[src/hdl/rbfk_pkg.sv]
// ----------------------------------------------------------------------------
// rbfk_pkg
// Shared types, constants and the power-of-two table of the RBF kernel block.
// ----------------------------------------------------------------------------
package rbfk_pkg;

    localparam int LANES      = 4;
    localparam int SUM_W      = 48;
    localparam int GAMMA_W    = 16;
    localparam int KV_W       = 16;
    localparam int CNT_W      = 3;
    localparam int TAB_W      = 17;

    localparam logic [GAMMA_W-1:0] GAMMA_RESET = 16'd4096;
    localparam logic [SUM_W-1:0]   SUM_MAX     = {SUM_W{1'b1}};
    localparam logic [15:0]        LOG2E_Q15   = 16'd47274;
    localparam logic [20:0]        T_LIMIT     = 21'(12 << 16);
    localparam logic [KV_W-1:0]    KV_MAX      = {KV_W{1'b1}};

    // distance handed from the accumulator to the exponential tail
    typedef struct packed {
        logic             valid;
        logic [SUM_W-1:0] sq_dist;
        logic             sat;
    } t_dist_req;

    // round(65536 * 2^(-k/16))
    function automatic logic [TAB_W-1:0] pow2_neg(input logic [4:0] k);
        logic [TAB_W-1:0] v;
        case (k)
            5'd0:    v = 17'd65536;
            5'd1:    v = 17'd62757;
            5'd2:    v = 17'd60097;
            5'd3:    v = 17'd57549;
            5'd4:    v = 17'd55109;
            5'd5:    v = 17'd52773;
            5'd6:    v = 17'd50535;
            5'd7:    v = 17'd48393;
            5'd8:    v = 17'd46341;
            5'd9:    v = 17'd44376;
            5'd10:   v = 17'd42495;
            5'd11:   v = 17'd40693;
            5'd12:   v = 17'd38968;
            5'd13:   v = 17'd37316;
            5'd14:   v = 17'd35734;
            5'd15:   v = 17'd34219;
            5'd16:   v = 17'd32768;
            default: v = 17'd32768;
        endcase
        return v;
    endfunction

endpackage

[src/hdl/rbfk_lane.sv]
// ----------------------------------------------------------------------------
// rbfk_lane
// One feature lane: squared difference of a feature pair, zero when disabled.
// ----------------------------------------------------------------------------
module rbfk_lane #(
    parameter int FEATURE_WIDTH = 16
) (
    input  logic signed [FEATURE_WIDTH-1:0] i_x,
    input  logic signed [FEATURE_WIDTH-1:0] i_y,
    input  logic                            i_en,
    output logic [2*FEATURE_WIDTH-1:0]      o_sq
);

    localparam int DW = FEATURE_WIDTH + 1;

    logic signed [DW-1:0]            w_d;
    logic [FEATURE_WIDTH-1:0]        w_m;

    assign w_d = DW'(i_x) - DW'(i_y);

    always_comb begin
        if (w_d[DW-1]) begin
            w_m = FEATURE_WIDTH'(-w_d);
        end else begin
            w_m = FEATURE_WIDTH'(w_d);
        end
    end

    assign o_sq = i_en ? ((2*FEATURE_WIDTH)'(w_m) * (2*FEATURE_WIDTH)'(w_m))
                       : '0;

endmodule

[src/hdl/rbfk_merge.sv]
// ----------------------------------------------------------------------------
// rbfk_merge
// Registers the lane squares, sums them and adds the total to the saturating
// distance accumulator; hands the final distance on the last group.
// ----------------------------------------------------------------------------
module rbfk_merge #(
    parameter int SQ_W = 32
) (
    input  logic                  i_clk,
    input  logic                  i_rst_n,
    input  logic                  i_fire,
    input  logic                  i_last,
    input  logic [SQ_W-1:0]       i_sq [rbfk_pkg::LANES],
    output logic                  o_pending,
    output rbfk_pkg::t_dist_req   o_req
);

    localparam int TOT_W = SQ_W + $clog2(rbfk_pkg::LANES);
    localparam int EXT_W = ((TOT_W > rbfk_pkg::SUM_W) ? TOT_W : rbfk_pkg::SUM_W) + 1;

    logic [SQ_W-1:0]            r_sq [rbfk_pkg::LANES];
    logic                       r_s1_valid;
    logic                       r_s1_last;
    logic [rbfk_pkg::SUM_W-1:0] r_acc;
    logic                       r_sat;

    logic [TOT_W-1:0]           w_tot;
    logic [EXT_W-1:0]           w_next;
    logic                       w_over;
    logic [rbfk_pkg::SUM_W-1:0] n_acc;
    logic                       n_sat;

    always_comb begin
        w_tot = '0;
        for (int k = 0; k < rbfk_pkg::LANES; k++) begin
            w_tot = w_tot + TOT_W'(r_sq[k]);
        end
    end

    assign w_next = EXT_W'(r_acc) + EXT_W'(w_tot);
    assign w_over = w_next > EXT_W'(rbfk_pkg::SUM_MAX);
    assign n_acc  = w_over ? rbfk_pkg::SUM_MAX : rbfk_pkg::SUM_W'(w_next);
    assign n_sat  = r_sat | w_over;

    always_ff @(posedge i_clk) begin
        if (i_fire) begin
            for (int k = 0; k < rbfk_pkg::LANES; k++) begin
                r_sq[k] <= i_sq[k];
            end
            r_s1_last <= i_last;
        end
    end

    always_ff @(posedge i_clk) begin
        if (!i_rst_n) begin
            r_s1_valid <= 1'b0;
            r_acc      <= '0;
            r_sat      <= 1'b0;
        end else begin
            r_s1_valid <= i_fire;
            if (r_s1_valid) begin
                if (r_s1_last) begin
                    r_acc <= '0;
                    r_sat <= 1'b0;
                end else begin
                    r_acc <= n_acc;
                    r_sat <= n_sat;
                end
            end
        end
    end

    assign o_pending     = r_s1_valid & r_s1_last;
    assign o_req.valid   = r_s1_valid & r_s1_last;
    assign o_req.sq_dist = n_acc;
    assign o_req.sat     = n_sat;

endmodule

[src/hdl/rbfk_exp.sv]
// ----------------------------------------------------------------------------
// rbfk_exp
// Kernel tail: 2^(-gamma*dist*log2 e) through three multiply steps, table
// interpolation and the output register.
// ----------------------------------------------------------------------------
module rbfk_exp (
    input  logic                            i_clk,
    input  logic                            i_rst_n,
    input  logic [rbfk_pkg::GAMMA_W-1:0]    i_gamma,
    input  rbfk_pkg::t_dist_req             i_req,
    input  logic                            i_out_ready,
    output logic                            o_busy,
    output logic                            o_out_valid,
    output logic [rbfk_pkg::KV_W-1:0]       o_kernel_value,
    output logic [rbfk_pkg::SUM_W-1:0]      o_squared_distance,
    output logic                            o_distance_saturated
);

    typedef enum logic [4:0] {
        ST_IDLE = 5'b00001,
        ST_MULA = 5'b00010,
        ST_MULB = 5'b00100,
        ST_INTP = 5'b01000,
        ST_DONE = 5'b10000
    } t_exp_state;

    t_exp_state r_state, n_state;

    logic [rbfk_pkg::SUM_W-1:0] r_dist;
    logic                       r_sat;
    logic [47:0]                r_prod;
    logic                       r_big;
    logic [35:0]                r_t36;
    logic                       r_zero;
    logic [rbfk_pkg::TAB_W-1:0] r_ti;
    logic [23:0]                r_dif;
    logic [3:0]                 r_n;
    logic                       r_out_valid;
    logic [rbfk_pkg::KV_W-1:0]  r_kv;
    logic [rbfk_pkg::SUM_W-1:0] r_out_dist;
    logic                       r_out_sat;

    logic [20:0]                w_t;
    logic                       w_zero;
    logic [4:0]                 w_i;
    logic [rbfk_pkg::TAB_W-1:0] w_ti;
    logic [rbfk_pkg::TAB_W-1:0] w_ti1;
    logic [11:0]                w_step;
    logic [rbfk_pkg::TAB_W-1:0] w_v;
    logic [rbfk_pkg::TAB_W-1:0] w_sh;
    logic [rbfk_pkg::KV_W-1:0]  w_kv;
    logic                       w_load;

    assign w_t    = r_t36[35:15];
    assign w_zero = r_zero || (w_t >= rbfk_pkg::T_LIMIT);
    assign w_i    = {1'b0, w_t[15:12]};
    assign w_ti   = rbfk_pkg::pow2_neg(w_i);
    assign w_ti1  = rbfk_pkg::pow2_neg(w_i + 5'd1);
    assign w_step = 12'(w_ti - w_ti1);

    assign w_v  = r_ti - rbfk_pkg::TAB_W'(r_dif[23:12]);
    assign w_sh = w_v >> r_n;
    always_comb begin
        if (r_zero) begin
            w_kv = '0;
        end else if (w_sh > rbfk_pkg::TAB_W'(rbfk_pkg::KV_MAX)) begin
            w_kv = rbfk_pkg::KV_MAX;
        end else begin
            w_kv = rbfk_pkg::KV_W'(w_sh);
        end
    end

    assign w_load = (r_state == ST_DONE) && (!r_out_valid || i_out_ready);

    always_comb begin
        case (r_state)
            ST_IDLE: n_state = i_req.valid ? ST_MULA : ST_IDLE;
            ST_MULA: n_state = ST_MULB;
            ST_MULB: n_state = ST_INTP;
            ST_INTP: n_state = ST_DONE;
            ST_DONE: n_state = w_load ? ST_IDLE : ST_DONE;
            default: n_state = ST_IDLE;
        endcase
    end

    always_ff @(posedge i_clk) begin
        if (!i_rst_n) begin
            r_state     <= ST_IDLE;
            r_out_valid <= 1'b0;
        end else begin
            r_state <= n_state;
            if (w_load) begin
                r_out_valid <= 1'b1;
            end else if (i_out_ready) begin
                r_out_valid <= 1'b0;
            end
        end
    end

    always_ff @(posedge i_clk) begin
        case (r_state)
            ST_IDLE: begin
                r_dist <= i_req.sq_dist;
                r_sat  <= i_req.sat;
            end
            ST_MULA: begin
                r_prod <= 48'(i_gamma) * 48'(r_dist[31:0]);
                r_big  <= (r_dist[47:32] != '0) && (i_gamma != '0);
            end
            ST_MULB: begin
                r_t36  <= 36'(r_prod[31:12]) * 36'(rbfk_pkg::LOG2E_Q15);
                r_zero <= r_big || (r_prod[47:32] != '0);
            end
            ST_INTP: begin
                r_ti   <= w_ti;
                r_dif  <= 24'(w_step) * 24'(w_t[11:0]);
                r_n    <= w_t[19:16];
                r_zero <= w_zero;
            end
            ST_DONE: begin
                if (w_load) begin
                    r_kv       <= w_kv;
                    r_out_dist <= r_dist;
                    r_out_sat  <= r_sat;
                end
            end
            default: begin
                r_sat <= r_sat;
            end
        endcase
    end

    assign o_busy               = (r_state != ST_IDLE);
    assign o_out_valid          = r_out_valid;
    assign o_kernel_value       = r_kv;
    assign o_squared_distance   = r_out_dist;
    assign o_distance_saturated = r_out_sat;

endmodule

[src/hdl/rbf_kernel_value.sv]
// ----------------------------------------------------------------------------
// rbf_kernel_value
// Gaussian RBF kernel exp(-gamma*||x-y||^2) over groups of four feature pairs.
// ----------------------------------------------------------------------------
// Groups that are not the last of a vector pair are taken one per cycle while
// the tail is idle: four lanes square the differences at the input and the
// merge stage adds them to the 48-bit saturating accumulator in the next
// cycle. A last group closes the vector pair and hands the distance to the
// exponential tail (gamma multiply, log2 e multiply, interpolation multiply,
// clamp); the input stays not ready until the tail has loaded the output
// register, and longer if a previous result still waits there.
module rbf_kernel_value #(
    parameter int FEATURE_WIDTH = 16
) (
    input  logic                              i_clk,
    input  logic                              i_rst_n,
    input  logic                              i_cfg_valid,
    output logic                              o_cfg_ready,
    input  logic [rbfk_pkg::GAMMA_W-1:0]      i_cfg_data,
    input  logic                              i_in_valid,
    output logic                              o_in_ready,
    input  logic signed [FEATURE_WIDTH-1:0]   i_x_a,
    input  logic signed [FEATURE_WIDTH-1:0]   i_x_b,
    input  logic signed [FEATURE_WIDTH-1:0]   i_x_c,
    input  logic signed [FEATURE_WIDTH-1:0]   i_x_d,
    input  logic signed [FEATURE_WIDTH-1:0]   i_y_a,
    input  logic signed [FEATURE_WIDTH-1:0]   i_y_b,
    input  logic signed [FEATURE_WIDTH-1:0]   i_y_c,
    input  logic signed [FEATURE_WIDTH-1:0]   i_y_d,
    input  logic [rbfk_pkg::CNT_W-1:0]        i_valid_pairs,
    input  logic                              i_last_group,
    output logic                              o_out_valid,
    input  logic                              i_out_ready,
    output logic [rbfk_pkg::KV_W-1:0]         o_kernel_value,
    output logic [rbfk_pkg::SUM_W-1:0]        o_squared_distance,
    output logic                              o_distance_saturated
);

    localparam int SQ_W = 2 * FEATURE_WIDTH;

    logic [rbfk_pkg::GAMMA_W-1:0]    r_gamma;
    logic signed [FEATURE_WIDTH-1:0] w_x [rbfk_pkg::LANES];
    logic signed [FEATURE_WIDTH-1:0] w_y [rbfk_pkg::LANES];
    logic [SQ_W-1:0]                 w_sq [rbfk_pkg::LANES];
    logic                            w_fire;
    logic                            w_pending;
    logic                            w_busy;
    rbfk_pkg::t_dist_req             w_req;

    assign w_x[0] = i_x_a;
    assign w_x[1] = i_x_b;
    assign w_x[2] = i_x_c;
    assign w_x[3] = i_x_d;
    assign w_y[0] = i_y_a;
    assign w_y[1] = i_y_b;
    assign w_y[2] = i_y_c;
    assign w_y[3] = i_y_d;

    always_ff @(posedge i_clk) begin
        if (!i_rst_n) begin
            r_gamma <= rbfk_pkg::GAMMA_RESET;
        end else if (i_cfg_valid) begin
            r_gamma <= i_cfg_data;
        end
    end

    assign o_cfg_ready = 1'b1;
    assign o_in_ready  = !w_pending && !w_busy;
    assign w_fire      = i_in_valid && o_in_ready;

    for (genvar g = 0; g < rbfk_pkg::LANES; g++) begin : g_lane
        rbfk_lane #(
            .FEATURE_WIDTH(FEATURE_WIDTH)
        ) u_lane (
            .i_x  (w_x[g]),
            .i_y  (w_y[g]),
            .i_en (32'(i_valid_pairs) > g),
            .o_sq (w_sq[g])
        );
    end

    rbfk_merge #(
        .SQ_W(SQ_W)
    ) u_merge (
        .i_clk     (i_clk),
        .i_rst_n   (i_rst_n),
        .i_fire    (w_fire),
        .i_last    (i_last_group),
        .i_sq      (w_sq),
        .o_pending (w_pending),
        .o_req     (w_req)
    );

    rbfk_exp u_exp (
        .i_clk                (i_clk),
        .i_rst_n              (i_rst_n),
        .i_gamma              (r_gamma),
        .i_req                (w_req),
        .i_out_ready          (i_out_ready),
        .o_busy               (w_busy),
        .o_out_valid          (o_out_valid),
        .o_kernel_value       (o_kernel_value),
        .o_squared_distance   (o_squared_distance),
        .o_distance_saturated (o_distance_saturated)
    );

endmodule

[config.mk]
export PLATFORM = sky130hd
export DESIGN_NAME = rbf_kernel_value
export DESIGN_NICKNAME = d
export VERILOG_FILES = /design/src/hdl/rbfk_pkg.sv /design/src/hdl/rbfk_lane.sv /design/src/hdl/rbfk_merge.sv /design/src/hdl/rbfk_exp.sv /design/src/hdl/rbf_kernel_value.sv
export SDC_FILE = /design/constraint.sdc
export NUM_CORES = 2
export LEC_CHECK = 0
export BUFFER_PORTS_ARGS = -buffer_cell sky130_fd_sc_hd__buf_2
export CAP_MARGIN = 20
export CORE_UTILIZATION = 48
export CTS_CLUSTER_SIZE = 16
export DETAILED_ROUTE_END_ITERATION = 16
export PLACE_DENSITY = 0.72
export REMOVE_ABC_BUFFERS = 1
export SYNTH_ARGS = -nofsm -noshare
export SYNTH_HDL_FRONTEND = slang
export SYNTH_SLANG_ARGS = --single-unit
[constraint.sdc]
create_clock -name i_clk -period 14.4 [get_ports i_clk]
set_input_delay 2.88 -clock i_clk [delete_from_list [all_inputs] [get_ports i_clk]]
set_output_delay 2.88 -clock i_clk [all_outputs]
set_load 0.005 [all_outputs]
# Word-level counts from Yosys, hierarchy flattened
# Memories as Yosys holds them, arrays and structs flattened. A register that Yosys moved wholly into a read port is not among the register bits.
# Cells that the tools add are included.
[totals]
register_bits = 317
ramBits = 128
rom_bits = 1088
input_bits = 153
output_inout_bits = 68
wordCells = 97
memories = 3
[op_classes]
addsub = 15
mul = 7
order_cmp = 7
n_eq_ne = 6
n_shift = 1
mux = 21
n_bitwise = 2
n_reduce_logical = 16
[memory_table]
columns = ["name", "depth", "width", "rd", "rd_clocked_by_memory_dff", "write_ports", "line_no", "rtl"]
rows = [
  ["(name not given)", 32, 17, 1, 0, 0, "rbfk_pkg.sv:30", "case (k)"],
  ["(name not given)", 32, 17, 1, 1, 0, "rbfk_pkg.sv:30", ""],
  ["u_merge.r_sq", 4, 32, 4, 0, 4, "rbfk_merge.sv:21", "logic [SQ_W-1:0] r_sq [rbfk_pkg::LANES];"],
]
[ops]
columns = ["cell", "count"]
rows = [
  ["16-bit by 16-bit multiplier with 32-bit output", 4],
  ["32-bit two-way mux", 4],
  ["48-bit two-way mux", 2],
  ["16-bit two-way mux", 5],
  ["34-bit by 32-bit adder with 34-bit output", 2],
  ["16-bit by 16-bit subtractor with 17-bit output", 4],
  ["16-bit negator", 4],
  ["48-bit by 34-bit adder with 49-bit output", 1],
  ["49-bit by 48-bit greater-than comparator with 1-bit output, second input constant", 1],
  ["16-bit by 32-bit multiplier with 48-bit output", 1],
  ["16-bit nonzero test", 3],
  ["20-bit by 15-bit multiplier with 35-bit output, second input constant", 1],
  ["32-bit by 32-bit adder with 33-bit output", 1],
  ["5-bit one-hot mux with 5 select lines", 1],
  ["12-bit by 12-bit multiplier with 24-bit output", 1],
  ["21-bit by 20-bit >= comparator with 1-bit output, second input constant", 1],
  ["17-bit by 16-bit greater-than comparator with 1-bit output, second input constant", 1],
  ["17-bit by 4-bit >> shifter with 17-bit output", 1],
  ["17-bit by 12-bit subtractor with 17-bit output", 1],
  ["12-bit subtractor", 1],
  ["5-bit two-way mux", 2],
  ["3-bit by 1-bit greater-than comparator with 1-bit output, second input constant", 2],
  ["3-bit by 2-bit greater-than comparator with 1-bit output, second input constant", 2],
  ["4-bit by 1-bit adder with 5-bit output, second input constant", 1],
  ["16 further kinds", 28],
]

# Longest topological paths before layout
# An unclocked memory read counts as a cell.
[logic_depth]
word_depth = 8
ltp_mapped = 40
ltp_nobuf = 39

# Cells and area by module
# A second synthesis with hierarchy kept.
[hier_totals]
cells_unflattened = 8777
hier_area_um2 = 80836.3
[by_module_without_submodules]
columns = ["mod", "instances", "cells_per_inst", "area_per_inst_um2", "seq_area_each_um2"]
rows = [
  ["rbfk_exp", 1, 3492, 34632.0, 6646.4],
  ["rbfk_lane at g_lane[2].u_lane ...", 2, 1051, 8688.3, 0.0],
  ["rbfk_merge", 1, 1048, 11046.8, 4874.7],
  ["rbfk_lane at g_lane[1].u_lane", 1, 1044, 8618.3, 0.0],
  ["rbfk_lane at g_lane[0].u_lane", 1, 1032, 8504.4, 0.0],
  ["rbf_kernel_value", 1, 59, 658.1, 320.3],
]

# Worst setup path after synthesis
# OpenSTA, ideal clock, no wires.
[synth_timing]
path_kind = "input to register"
from = "in i_x_a[0]"
to = "mem u_merge.r_sq[0][31], data pin"
setup_time_ns = 0.289
t_arrival_ns = 11.857
t_required_ns = 14.111
path_slack_ns = 2.254
path_stages = 36
n_path_buf = 1
path_cell_list = "inv_1 > ha_1 > inv_1 > fa_1 > a21o_1 > nand4_1 > nand2_1 > o41ai_1 > xnor2_1 > nor4b_2 > nand4_1 > o21a_1 > or2_2 > xnor2_1 > buf_2 > nor2_1 > fa_1 > fa_1 > inv_1 > fa_1 > fa_1 > fa_1 > fa_1 > inv_1 > ha_1 > nand2_1 > nor2_1 > a211oi_1 > or2_2 > a41o_1 > o211ai_1 > mux2_2 > a2111oi_2 > or4b_1 > o311ai_0 > a2111oi_0"
[synth_lines]
columns = ["item", "line_no", "rtl"]
rows = [
  ["start, declared", "rbf_kernel_value.sv:22", "input logic signed [FEATURE_WIDTH-1:0] i_x_a,"],
  ["end, declared", "rbfk_merge.sv:21", ""],
]

==> run metrics <==
run status=complete, no violations; Routed WL per cell=17.4 um; critical path arrival=12.90 ns; total global-route track usage=23.0%; largest net degree at the start of global routing=71; # port buffers=219; total core area=163,000 um2; Fin Setup TNS=0 ns; Inserted Clock Buffers=51; nets=11,100; Reg2Reg Depth=36; post-cts resize count=0; Syn Area/Cell=9.23 um2; CTS H-Tree Depth=2; max cap viols=0; Post-synth EDFFs=331; fin crit share=86.9%; initial core utilization=48.6%; hold slack=0.404 ns; Detailed Route Iter0 Violations=3,529; clk sinks=420; Hold Path Class=reg2reg; Max Fanout on Critical Path=9; slew margin rel.=27.3%; post-layout min period=12.51 ns; Seq/Total Area, Yosys=14.8%; fillers=14,700; Syn-to-layout area delta=7.08%; required time worst endpoint=14.79 ns; initial antenna violation count=6; Mapped Area=79,300 um2; Worst Clk Skew=0.0549 ns; unrepaired setup endpoints after global routing=false; Top-Level Pins=221; CP max-delay cell=xor2_1; HP Start=u_exp.w_ti[13]; crit path buf inv count=7; clk_lat worst skew=0.69 ns; Syn. warnings=0; vias in the first global route=62,200; CP Capture Type=register; Routed Antenna Nets=0; Worst-path clk slew=0.08 ns; CP peak stage delay=0.82 ns; Main synth FF type=edfxtp_1; Crit Path Class=in2reg; Post-Synthesis Cells=8,591; Die Footprint=167,000 um2; Die Y=408 um; Fmax=0.0800 GHz; Die X-Extent=408 um; Post-CTS Setup Inserts=0; Final setup viols=0; GRT overflow=0; post-synthesis register bit count=420; Critical Path Most Common Cell=fa_1; router iterations before antenna repair=6; Final Hold Vio Count=0; DRC violations left=0; hold endpoint=u_exp.r_ti[13]; clk root buf=clkbuf_16; worst-margin pin slew=1.08 ns; worst reg2reg setup slack=3.84 ns; hold buffers post-CTS=0; Final Wtd Congestion=0.918; Detailed Place HPWL=155,000 um; layout cells sized above 1=6.56%; wirelength, routed=190,000 um; via count=58,700; R2R Path Start=u_exp.r_t36[27]; clk buf depth=3; count of final max-slew check failures=0; Hold Path Depth=0; first-pass GRT wire length=313,000 um; CP delay by family, top=adder cells; CTS tree=done; vias per cell=5.36; Post-synth ARST share=0%; type of origin of the critical path=primary input; synth unique cells=95; row count=148; Worst R2R End=u_exp.r_dif[23]
-- registers in the layout (all words and copies together), names as in the netlist, 4 cells and up --
register,count
r_gamma,16
u_exp.o_kernel_value,16
u_exp.o_squared_distance,48
u_exp.r_dif,12
u_exp.r_dist,48
u_exp.r_n,4
u_exp.r_prod,36
u_exp.r_state,5
u_exp.r_t36,21
u_exp.r_ti,17
u_exp.w_ti,17
u_merge.r_acc,48
u_merge.r_sq,124
-- cell usage after synthesis (8+ instances only) --
cell type	instances	area, um2
mux2_2	12	135
mux2i_1	39	390
a221o_1	10	100
or4_1	8	60.1
and3_1	44	275
inv_1	1898	7120
dfxtp_1	89	1780
a22o_1	35	307
edfxtp_1	331	9940
nand2_1	724	2720
a31o_2	8	70.1
nor3_1	118	591
a2111oi_0	10	87.6
clkinv_1	14	52.6
a31oi_1	34	213
clkbuf_1	227	852
a21o_1	128	961
o21ai_0	183	916
o21bai_1	43	323
nor4b_1	9	78.8
nand3b_1	9	67.6
o21a_1	63	473
o211ai_1	21	158
a21boi_0	12	90.1
xor2_1	132	1160
and4_1	10	87.6
nor2b_1	69	432
fa_1	1309	26200
a211oi_1	41	308
nand4_1	32	200
nand2b_1	92	576
o31ai_1	26	195
a211o_1	21	184
xnor2_1	243	2130
and2_1	297	1860
nor4_1	22	138
or2_2	93	582
nor2_1	643	2410
a41oi_1	14	123
nand3_1	68	340
a21oi_1	319	1600
or3_1	27	169
ha_1	905	11300
-- layout make-up --
cell class	instances	area [um2]	area share, %
multi-input cells	6016	59600	70.1
flip-flops and latches	420	11700	13.8
inverters	1917	7200	8.47
well taps	2175	2720	3.20
repair buffers	325	1920	2.26
clock buffers	67	1460	1.72
clock inverters	29	342	0.402
diodes	2	5.00	0.00589
-- routing by layer --
layer / wire length (um) / share of wire, % / track usage, %
met5: 34 / 0.018 / 0
met4: 7080 / 3.7 / 8.54
met3: 10900 / 5.7 / 2.93
met2: 95200 / 50 / 40.5
met1: 76900 / 40 / 28.7
-- worst register-to-register path, delay by kind of cell (launching register included) --
kind / cells / cell delay [ns]
AO/OA/AOI/OAI: 14 / 3.66
XOR/XNOR: 2 / 0.61
adder cells (fa/ha/maj): 10 / 4.29
buffers and inverters: 4 / 0.24
flip-flops: 1 / 0.56
AND/OR/NAND/NOR: 6 / 0.95
-- cell usage in the layout, fill, tap and decap left out, drive strengths merged, types with 96 or more instances in the layout --
master / count
or2: 96
buf: 322
a21oi: 319
inv: 1915
edfxtp: 331
a21o: 128
nor3: 118
fa: 1309
xor2: 132
and2: 299
o21ai: 189
ha: 905
nand2: 724
xnor2: 243
nor2: 644
-- worst max-delay path by stage --
stage                  start             endpoint  slack, ns  cells after the start
finish              i_x_a[0]  u_merge.r_sq[0][31]       1.89                     35
global route        i_x_a[0]  u_merge.r_sq[0][31]       1.37                     40
CTS                 i_x_a[0]  u_merge.r_sq[0][31]       2.05                     37
detailed placement  i_x_a[0]  u_merge.r_sq[0][31]       1.33                     37
global placement    i_x_a[0]  u_merge.r_sq[0][31]       1.49                     35
floorplan           i_x_a[0]  u_merge.r_sq[0][31]       1.98                     35
-- cells by family (layout without fill, tap and decap cells) --
kind of cell,count (synthesis),after routing,synth area share [%]
simple gates,2290,2290,13.6
fa+ha+maj,2214,2214,47.3
buf+inv,2156,2338,10.2
compound gates,1073,1073,8.94
flops,420,420,14.8
xor+xnor,378,378,4.23
mux,58,58,0.861
other cells,2,5,0.00947
-- stage by stage --
stage,cell area (um2),cells,utilization [%],worst slack (ns)
2_1_floorplan,78400,8353,-,1.98
3_3_place_gp,83000,10800,50.8,1.49
3_5_place_dp,83000,10800,50.8,1.33
4_1_cts,84900,10900,52.0,2.05
5_1_grt,84900,10900,52.0,1.37
6_report,84900,11000,52.0,1.89
Power is not shown: default switching activity piles up to over one toggle a cycle in this logic, so the estimate is an artifact.
